## src/rtl/dset_pkg.sv

```systemverilog
// Shared types and constants for the duplicate-free id set.
package dset_pkg;

  // Fixed field widths of the request and result channels
  localparam int unsigned OP_W        = 2;
  localparam int unsigned IDX_FIELD_W = 10;
  localparam int unsigned CAP_W       = 11;
  localparam int unsigned CNT_OUT_W   = 11;
  localparam int unsigned CFG_IDX_W   = 1;
  localparam int unsigned CFG_DATA_W  = CAP_W;

  localparam logic [CAP_W-1:0] CAPACITY_RST = 11'd1024;

  typedef enum logic [OP_W-1:0] {
    OP_INSERT = 2'd0,
    OP_QUERY  = 2'd1,
    OP_CLEAR  = 2'd2,
    OP_READ   = 2'd3
  } op_e;

  typedef enum logic [CFG_IDX_W-1:0] {
    REG_SORTED_MODE = 1'd0,
    REG_CAPACITY    = 1'd1
  } cfg_reg_e;

  typedef enum logic [1:0] {
    ST_IDLE = 2'd0,
    ST_SRCH = 2'd1,
    ST_FIN  = 2'd2
  } state_e;

  // Broadcast commands to the cell row
  typedef struct packed {
    logic shift;     // sorted insert: open a slot at pos and write the id
    logic set_bit;   // bitmap insert: set presence bit of the id
    logic clr_bits;  // clear: drop every presence bit
  } cell_ctrl_t;

  // Per-cell compare result against the broadcast id
  typedef struct packed {
    logic lt;
    logic eq;
  } cell_flags_t;

endpackage

```

## src/rtl/dset_cell.sv

```systemverilog
// One cell of the set row: a sorted-order slot, a presence bit and compare flags.
module dset_cell #(
  parameter int unsigned ID_BITS = 16,
  parameter int unsigned IW      = 10,
  parameter int unsigned CW      = 11,
  parameter int unsigned IDX     = 0
) (
  input  logic                  clk_i,
  input  logic                  rst_ni,
  input  dset_pkg::cell_ctrl_t  ctrl_i,
  input  logic [CW-1:0]         pos_i,       // insert position
  input  logic [CW-1:0]         cnt_i,       // entries before the insert
  input  logic [ID_BITS-1:0]    id_i,        // id under test / to insert
  input  logic [IW-1:0]         set_idx_i,   // bitmap slot to mark
  input  logic [ID_BITS-1:0]    prev_val_i,  // value of the cell below
  output logic [ID_BITS-1:0]    val_o,
  output dset_pkg::cell_flags_t flags_o,
  output logic                  pbit_o
);
  import dset_pkg::*;

  localparam logic [CW:0]   MY_POS = (CW+1)'(IDX);
  localparam logic [IW-1:0] MY_IDX = IW'(IDX);

  logic [ID_BITS-1:0] val_q, val_d;
  cell_flags_t        flags_q, flags_d;
  logic               pbit_q, pbit_d;
  logic               take_prev, take_id;

  // Shift up by one for slots in (pos, cnt], drop the id into slot pos
  assign take_prev = ctrl_i.shift && (MY_POS > {1'b0, pos_i}) && (MY_POS <= {1'b0, cnt_i});
  assign take_id   = ctrl_i.shift && (MY_POS == {1'b0, pos_i});

  always_comb begin
    val_d = val_q;
    if (take_id) begin
      val_d = id_i;
    end else if (take_prev) begin
      val_d = prev_val_i;
    end
    flags_d.lt = (val_q < id_i);
    flags_d.eq = (val_q == id_i);
    pbit_d = pbit_q;
    if (ctrl_i.clr_bits) begin
      pbit_d = 1'b0;
    end else if (ctrl_i.set_bit && (set_idx_i == MY_IDX)) begin
      pbit_d = 1'b1;
    end
  end

  always_ff @(posedge clk_i) begin
    val_q   <= val_d;
    flags_q <= flags_d;
  end

  always_ff @(posedge clk_i or negedge rst_ni) begin
    if (!rst_ni) begin
      pbit_q <= 1'b0;
    end else begin
      pbit_q <= pbit_d;
    end
  end

  assign val_o   = val_q;
  assign flags_o = flags_q;
  assign pbit_o  = pbit_q;

endmodule

```

## config.mk

```make
export PLATFORM = sky130hd
export DESIGN_NAME = dset_cell
export DESIGN_NICKNAME = d
export VERILOG_FILES = /design/src/rtl/dset_pkg.sv /design/src/rtl/dset_cell.sv
export SDC_FILE = /design/constraint.sdc
export NUM_CORES = 1
export LEC_CHECK = 0
export BUFFER_PORTS_ARGS = -buffer_cell sky130_fd_sc_hd__buf_2
export CAP_MARGIN = 10
export CORE_ASPECT_RATIO = 0.9
export CORE_MARGIN = 2
export CORE_UTILIZATION = 41
export CTS_BUF_LIST = sky130_fd_sc_hd__clkbuf_8
export DETAILED_ROUTE_END_ITERATION = 10
export MAX_ROUTING_LAYER = met4
export PLACE_DENSITY = 0.89
export SYNTH_ARGS = -nofsm -noshare
export SYNTH_HDL_FRONTEND = slang
export SYNTH_SLANG_ARGS = --single-unit
```

## constraint.sdc

```tcl
create_clock -name clk_i -period 3.7 [get_ports clk_i]
set_input_delay 0.555 -clock clk_i [delete_from_list [all_inputs] [get_ports clk_i]]
set_output_delay 0.555 -clock clk_i [all_outputs]
set_load 0.005 [all_outputs]
```

Word-level counts from Yosys, hierarchy flattened
Cells that the tools add are included.
{"block": "totals", "regBits": 19, "inputBits": 69, "output_inout_bits": 19, "wordCells": 13}
{"block": "op_classes", "order_cmp": 1, "eq_ne": 1, "muxes": 2, "reduce_logical": 5}
{"op": "$eq 16x16->1", "count": 1}
{"op": "$lt 16x16->1", "count": 1}
{"op": "$logic_not 11->1", "count": 1}
{"op": "$logic_not 10->1", "count": 1}
{"op": "$logic_and 1x1->1", "count": 2}
{"op": "$mux 1", "count": 2}
{"op": "$reduce_bool 2->1", "count": 1}

Logic depth before layout (Yosys ltp)
Gate-level depths: netlist (run 1).
{"block": "depth", "ltp_word": 4, "depth_mapped": 6, "mapped_depth_nobuf": 6}

Least setup slack after synthesis (run 1)
Ideal clock, no wire load.
{"block": "synth_timing", "path_type": "input to register", "start": "in id_i[14]", "end": "reg flags_q, in the netlist flags_o[1]", "setup_ns": 0.115, "arrival_time_ns": 1.701, "required_time_ns": 3.585, "slack_ns": 1.884, "cell_stages": 6, "path_cell_list": "inv_1 ha_1 nand4_1 or4_4 a21oi_2 nor3_1"}
{"element": "start: declaration", "line_no": "dset_cell.sv:13", "rtl": "input logic [ID_BITS-1:0] id_i,"}
{"element": "end signal: assignment", "line_no": "dset_cell.sv:53", "rtl": "flags_q <= flags_d;"}
{"element": "end: declaration", "line_no": "dset_cell.sv:26", "rtl": "cell_flags_t flags_q, flags_d;"}

Worst setup path in the final report (run 1)
{"block": "layout_timing", "start": "in pos_i[8]", "end": "reg val_q[5] (netlist: val_o[5]), enable pin"}
{"block": "layout_between", "elab_chain_cells": 2}
{"element": "start: declaration", "line_no": "dset_cell.sv:11", "rtl": "input logic [CW-1:0] pos_i,"}
{"element": "$logic_not 11->1", "line_no": "dset_cell.sv:32", "rtl": "assign take_id = ctrl_i.shift && (MY_POS == {1'b0, pos_i});"}
{"element": "$logic_and 1x1->1", "line_no": "dset_cell.sv:32"}
{"element": "named net take_id", "line_no": "dset_cell.sv:28", "rtl": "logic take_prev, take_id;"}
{"element": "end signal: assignment", "line_no": "dset_cell.sv:52", "rtl": "val_q <= val_d;"}
{"element": "end: declaration", "line_no": "dset_cell.sv:25", "rtl": "logic [ID_BITS-1:0] val_q, val_d;"}
The timed path passes the listed nets, and every way through them passes these cells.
A chain may end at the register's enable or synchronous reset.

==> impl_metrics.ini, run 1 <==
[outcome]
outcome = finished clean

[finish]
nFillCells = 202
diodes = 0
final_nets = 234
multiInputGateArea_um2 = 397
ff_latch_area_um2 = 546
drive_above_1_share = 0.446
synthToLayoutAreaGrowth_pct = 38.0

[min_path]
hold_path.class = in2async

[floorplanning]
die_y_um = 50.9
core_um2 = 2240
start_util = 0.447
ioPinCount = 88
die_area_um2 = 2860
rows = 16
die_w_um = 56.1

[grt]
grt_pass1_vias = 978
met1_usage = 0.190
gr-usage-met2 = 0.339
grt_overflow = 0
grt_max_degree = 17
grt_usage = 0.182
grt_util_met3 = 0.0354
gr-max-usage-layer = met2
antenna_found_initial = 0
grt_pass1_wl_mm = 3.95

[power]
power_mw = 0.425
powerDensity_nw_per_um2 = 307
pwr-share-comb = 0.112
leakagePower_nw = 0.703
p_int_mw = 0.333
p_seq_frac = 0.547
ir_drop_mv = 0.209
switching_share = 0.216
p_clk_frac = 0.341
p_switching_mw = 0.0920

[clock_network]
cts_made_buffers = 3
clk_pin_slew_ns = 0.07
post_cts_buffers = 0
clkLatencyLatePin_ns = 0.25
cts_htree_levels = 1
cts_root_buffer = clkbuf_8
hold_buffers = 0
cts-resized-gates = 0
clock_sinks = 19
cts_tree = built
ctsLongestPathBuffers = 2

[sta]
whs_ns = 0.0617
max_freq_mhz = 552
setup-violations-final = 0
finClkSkew_ns = 0.00102
worst_slew_pin_slew_ns = 0.786
slew_headroom = 0.476
fin_crit_ns = 1.81
hold_viol_final = 0
maxSlewViolCount = 0
finalCritPeriodShare = 0.490
tns_ns = 0
setup_ws_ns = 1.89
grt_setup_unrepaired = no

[yosys]
synth_fp_nets = 169
synth_warnings = 0
syn_area_per_cell_um2 = 11.9
yosysTopAreaCellShare = 0.479
syn_area_um2 = 1000
yosysSeqAreaShare = 0.544
synthTopCellsByArea = edfxtp_1, ha_1, inv_1
synth_seq_cells = 19
synth_cells = 84
synth.distinct_cells = 22
yosysTopAreaCell = edfxtp_1

[worst_setup_path]
regToRegStartpoint = val_o[14]
r2r_slack_ns = 1.96
cp.arrival_ns = 1.70
reg2reg_depth = 5
path_class = in2reg
path_max_fanout = 16
worstSetupEndpointType = flip-flop
worstSetupEndpoint = val_o[5]
critical_path_required_ns = 3.59
r2r_end = flags_o[1]
cp-start-kind = primary input
crit_path_start = pos_i[8]

[routing]
vias = 889
postRouteAntennaNets = 0
totalWireLength_mm = 2.41
drt_iter0_drc = 11
routedWlPerCell_um = 13.8
remaining_drc_errors = 0
drtPass1Iterations = 3
via_per_inst = 5.08

[placed_design]
routabilityCongestion = 0.732
numPortBuffers = 60
dp_slack_ns = 1.61
place_hpwl_mm = 2.06

[job]
drv_cap = 0
-- metal layers --
metal  wire length [µm]  vias to the layer above
met3                214                        7
li1                   -                      436
met2               1220                       52
met5                  0                        -
met4                 60                        0
met1                913                      394
-- flip-flops by register name (all words and copies together), names as in the netlist --
signal,flops
flags_o,2
val_o,16
pbit_o,1
-- cells in the mapped netlist --
| master | number |
|---|---|
| nor4_1 | 3 |
| o21ai_0 | 1 |
| inv_1 | 16 |
| a21o_1 | 1 |
| nand2_1 | 3 |
| nand4_1 | 3 |
| edfxtp_1 | 16 |
| nor4b_1 | 2 |
| and3_1 | 1 |
| o211ai_1 | 1 |
| dfrtp_1 | 1 |
| or4_4 | 1 |
| nor2_1 | 3 |
| nor2b_1 | 1 |
| dfxtp_1 | 2 |
| a221o_1 | 1 |
| nor3_1 | 2 |
| ha_1 | 16 |
| nand3_1 | 2 |
| a21oi_1 | 6 |
| a31oi_1 | 1 |
| a21oi_2 | 1 |
-- layout make-up --
cell class	instances	share of cell area
clock inverter	1	0.00362
tap	27	0.0244
sequential	19	0.395
timing repair buffer	60	0.217
inverter	16	0.0434
multi-input combinational	49	0.287
clock buffer	3	0.0299
-- kinds of logic after synthesis --
family,count (synthesis),synth area share
buf+inv,16,0.0599
compound gates,12,0.0749
flops,19,0.544
fa+ha+maj,16,0.200
simple gates,21,0.121
-- cells in the final DEF (no fill, tap or decap) --
| cell type | instances |
|---|---|
| nor4b_1 | 2 |
| edfxtp_1 | 16 |
| nand3_1 | 2 |
| clkbuf_8 | 3 |
| nor2_1 | 3 |
| nor3_1 | 2 |
| dfrtp_1 | 1 |
| buf_2 | 60 |
| a21o_1 | 1 |
| a21oi_1 | 6 |
| or4_4 | 1 |
| o21ai_0 | 1 |
| nand2_1 | 3 |
| dfxtp_1 | 2 |
| inv_1 | 16 |
| clkinv_2 | 1 |
| a221o_1 | 1 |
| nand4_1 | 3 |
| nor2b_1 | 1 |
| nor4_1 | 3 |
| ha_1 | 16 |
| a31oi_1 | 1 |
| and3_1 | 1 |
| a21oi_2 | 1 |
| o211ai_1 | 1 |
-- power by group through the flow --
| stage | sequential, mW | clock (mW) | combinational, mW |
|---|---|---|---|
| after detailed placement | 0.237 | 0 | 0.0476 |
| after floorplan | 0.237 | 0 | 0.0179 |
| after CTS | 0.233 | 0.151 | 0.0480 |
| after global routing | 0.233 | 0.155 | 0.0536 |
| after global placement | 0.237 | 0 | 0.0435 |
| final | 0.233 | 0.145 | 0.0477 |
-- worst min path at each step --
| stage | startpoint | endpoint | slack (ns) |
|---|---|---|---|
| floorplan | rst_ni | pbit_o | 0.26 |
| global placement | rst_ni | pbit_o | 0.33 |
| detailed placement | rst_ni | pbit_o | 0.34 |
| CTS | rst_ni | pbit_o | 0.05 |
| global route | rst_ni | pbit_o | 0.05 |
| finish | rst_ni | pbit_o | 0.06 |
-- per-stage QoR --
step                instance area (µm²)  utilization  std cells
finish                             1380        0.617        175
global placement                   1340        0.596        171
global route                       1380        0.617        175
floorplan                          1000            -         84
detailed placement                 1340        0.596        171
CTS                                1380        0.617        175
-- critical path: stages --
cell and delay [ns]:
buf_2 0.10, nor4b_1 0.31, and3_1 0.72
Note: power is estimated with default switching activity, not from simulation.
==> run 2, diff against run 1 <==
--- a/config.mk
+++ b/config.mk
@@ -5,15 +5,16 @@
 export SDC_FILE = /design/constraint.sdc
 export NUM_CORES = 1
 export LEC_CHECK = 0
+export ABC_AREA = 1
 export BUFFER_PORTS_ARGS = -buffer_cell sky130_fd_sc_hd__buf_2
 export CAP_MARGIN = 10
 export CORE_ASPECT_RATIO = 0.9
 export CORE_MARGIN = 2
-export CORE_UTILIZATION = 41
+export CORE_UTILIZATION = 39
 export CTS_BUF_LIST = sky130_fd_sc_hd__clkbuf_8
 export DETAILED_ROUTE_END_ITERATION = 10
 export MAX_ROUTING_LAYER = met4
-export PLACE_DENSITY = 0.89
+export PLACE_DENSITY = 0.84
 export SYNTH_ARGS = -nofsm -noshare
 export SYNTH_HDL_FRONTEND = slang
 export SYNTH_SLANG_ARGS = --single-unit
==> constraint.sdc (replaced) <==
create_clock -name clk_i -period 1.68 [get_ports clk_i]
set_input_delay 0.252 -clock clk_i [delete_from_list [all_inputs] [get_ports clk_i]]
set_output_delay 0.252 -clock clk_i [all_outputs]
set_load 0.005 [all_outputs]
==> run 2 against run 1 <==
Net effect: the run now ends with DRC left; worst hold slack gained 0.087 ns; critical path type is now reg2reg; final area grew 4.4%; worst setup slack lost 1.4 ns; critical endpoint is now flags_o[1]; largest cell class unchanged; core utilization shrank 4.1 points; largest power group unchanged.
==> impl_metrics.ini, run 2 <==
[routing]
routedWlPerCell_um = 10.6
drt_iter0_drc = 19
postRouteAntennaNets = 0
vias = 930
totalWireLength_mm = 2.10
via_per_inst = 4.67
remaining_drc_errors = 3
drtPass1Iterations = 7

[sta]
grt_setup_unrepaired = no
tns_ns = 0
slew_headroom = 0.850
finClkSkew_ns = 0.00146
finalCritPeriodShare = 0.723
maxSlewViolCount = 0
fin_crit_ns = 1.22
max_freq_mhz = 823
hold_viol_final = 0
setup-violations-final = 0
worst_slew_pin_slew_ns = 0.223

[clock_network]
cts_htree_levels = 1
cts_made_buffers = 3
cts_root_buffer = clkbuf_8
clock_sinks = 19
clk_pin_slew_ns = 0.07
post_cts_buffers = 0
hold_buffers = 1
cts_tree = built
ctsLongestPathBuffers = 2
cts-resized-gates = 0
clkLatencyLatePin_ns = 0.25

[yosys]
synthTopCellsByArea = edfxtp_1, ha_1, inv_1
synth_most_common_cell = inv_1
synthTopCellsByCount = inv_1, nand2_1, edfxtp_1, ha_1, nor2_1
synth_cells = 105
yosysTopAreaCellShare = 0.459
yosysSeqAreaShare = 0.522
synth_seq_cells = 19
synth_flop_cell = edfxtp_1
yosysTopAreaCell = edfxtp_1
synthArstFlopShare = 0.0526
synth.distinct_cells = 16
syn_area_um2 = 1050
synth_fp_nets = 190
syn_area_per_cell_um2 = 9.96
synth_edf_count = 16
synth_warnings = 0

[worst_setup_path]
worstSetupEndpointType = flip-flop
critical_path_required_ns = 1.83
path_class = reg2reg
path_max_fanout = 2
cp.arrival_ns = 1.36
cp-start-kind = flip-flop

[floorplanning]
ioPinCount = 88
die_area_um2 = 3110
die_y_um = 53.1
start_util = 0.417
core_um2 = 2510
rows = 17
die_w_um = 58.6

[finish]
nFillCells = 243
final_cell_mix = buf_2, inv_1, nand2_1
final_nets = 257
drive_above_1_share = 0.380
largest_reg_flops = 16
layout_commonest_cell = buf_2
synthToLayoutAreaGrowth_pct = 38.0
diodes = 0
stdcell_area_um2 = 1440

[min_path]
hold_path.class = in2reg

[grt]
antenna_found_initial = 0
grt_max_degree = 17
grt_overflow = 0
grt_pass1_vias = 923
grt_pass1_wl_mm = 3.57
grt_usage = 0.161

[power]
ir_drop_mv = 0.339
p_seq_frac = 0.557
leakagePower_nw = 0.780
switching_share = 0.203
pwr-share-comb = 0.116
powerDensity_nw_per_um2 = 637
p_int_mw = 0.734
power_mw = 0.920
p_clk_frac = 0.327
p_switching_mw = 0.186

[placed_design]
numPortBuffers = 60
routabilityCongestion = 0.732
placed_area_um2 = 1390
place_hpwl_mm = 1.79

[outcome]
outcome = finished, violations left
violations = DRC

[job]
drv_cap = 0
## run 2: cell count changes after synthesis, moves of 2 or more
cell | previous run | this run
nor2_1 | 3 | 15
inv_1 | 16 | 21
nor4b_1 | 2 | 0
nand3_1 | 2 | 0
nand2_1 | 3 | 19
nand4_1 | 3 | 1
nor3_1 | 2 | 0
## run 2: layout make-up
class | count | area (µm²) | area share
clock buffer | 3 | 41.3 | 0.0286
clock inverter | 1 | 3.75 | 0.00260
inverter | 21 | 78.8 | 0.0546
multi-input combinational | 65 | 422 | 0.292
sequential | 19 | 546 | 0.378
tap | 28 | 35.0 | 0.0243
timing repair buffer | 62 | 318 | 0.220
## run 2: logic make-up (layout without fill, tap and decap cells)
family                   count (synthesis)  count (layout)  share of synthesized area
buffers and inverters                   21              87                     0.0754
adder cells (fa/ha/maj)                 16              16                      0.191
AND/OR/NAND/NOR                         38              38                      0.147
flip-flops                              19              19                      0.522
AO/OA/AOI/OAI                           11              11                     0.0646
## run 2: worst paths after layout
kind	start	end	slack (ns)	cells past startpoint
max	val_o[15]	flags_o[1]	0.46	6
min in group asynchronous	rst_ni	pbit_o	0.30	2
max in group asynchronous	rst_ni	pbit_o	1.30	2
max reg2reg	val_o[15]	flags_o[1]	0.46	6
min	ctrl_i[0]	pbit_o	0.15	2
min reg2reg	pbit_o	pbit_o	0.53	2
## run 2: power by group through the flow
stage	Sequential (mW)	Clock, mW	Combinational, mW
global route	0.512	0.340	0.125
detailed placement	0.523	0	0.107
CTS	0.512	0.317	0.109
floorplan	0.523	0	0.0456
global placement	0.523	0	0.101
finish	0.512	0.301	0.107
## run 2: metrics by stage
| step | setup WS (ns) | cells | utilization | hold slack (ns) |
|---|---|---|---|---|
| 2_1_floorplan | 0.0135 | 105 | - | -0.0436 |
| 3_3_place_gp | 0.353 | 194 | 0.553 | 0.0267 |
| 3_5_place_dp | 0.321 | 194 | 0.553 | 0.0281 |
| 4_1_cts | 0.444 | 199 | 0.575 | 0.138 |
| 5_1_grt | 0.329 | 199 | 0.575 | 0.132 |
| 6_report | 0.465 | 199 | 0.575 | 0.148 |
## run 2: metal layers
metal  track usage  up-vias  share of wire
met5             -        -              0
met4        0.0795        0          0.011
met3        0.0293        2           0.10
met2         0.305       54           0.48
met1         0.159      394           0.41
li1              -      480              -
## run 2: critical path: stages, from the launching register on
cell and delay, ns:
edfxtp_1 0.39, ha_1 0.30, nand2_1 0.08, nor2_1 0.14
nand2_1 0.08, inv_1 0.07, a21oi_2 0.05
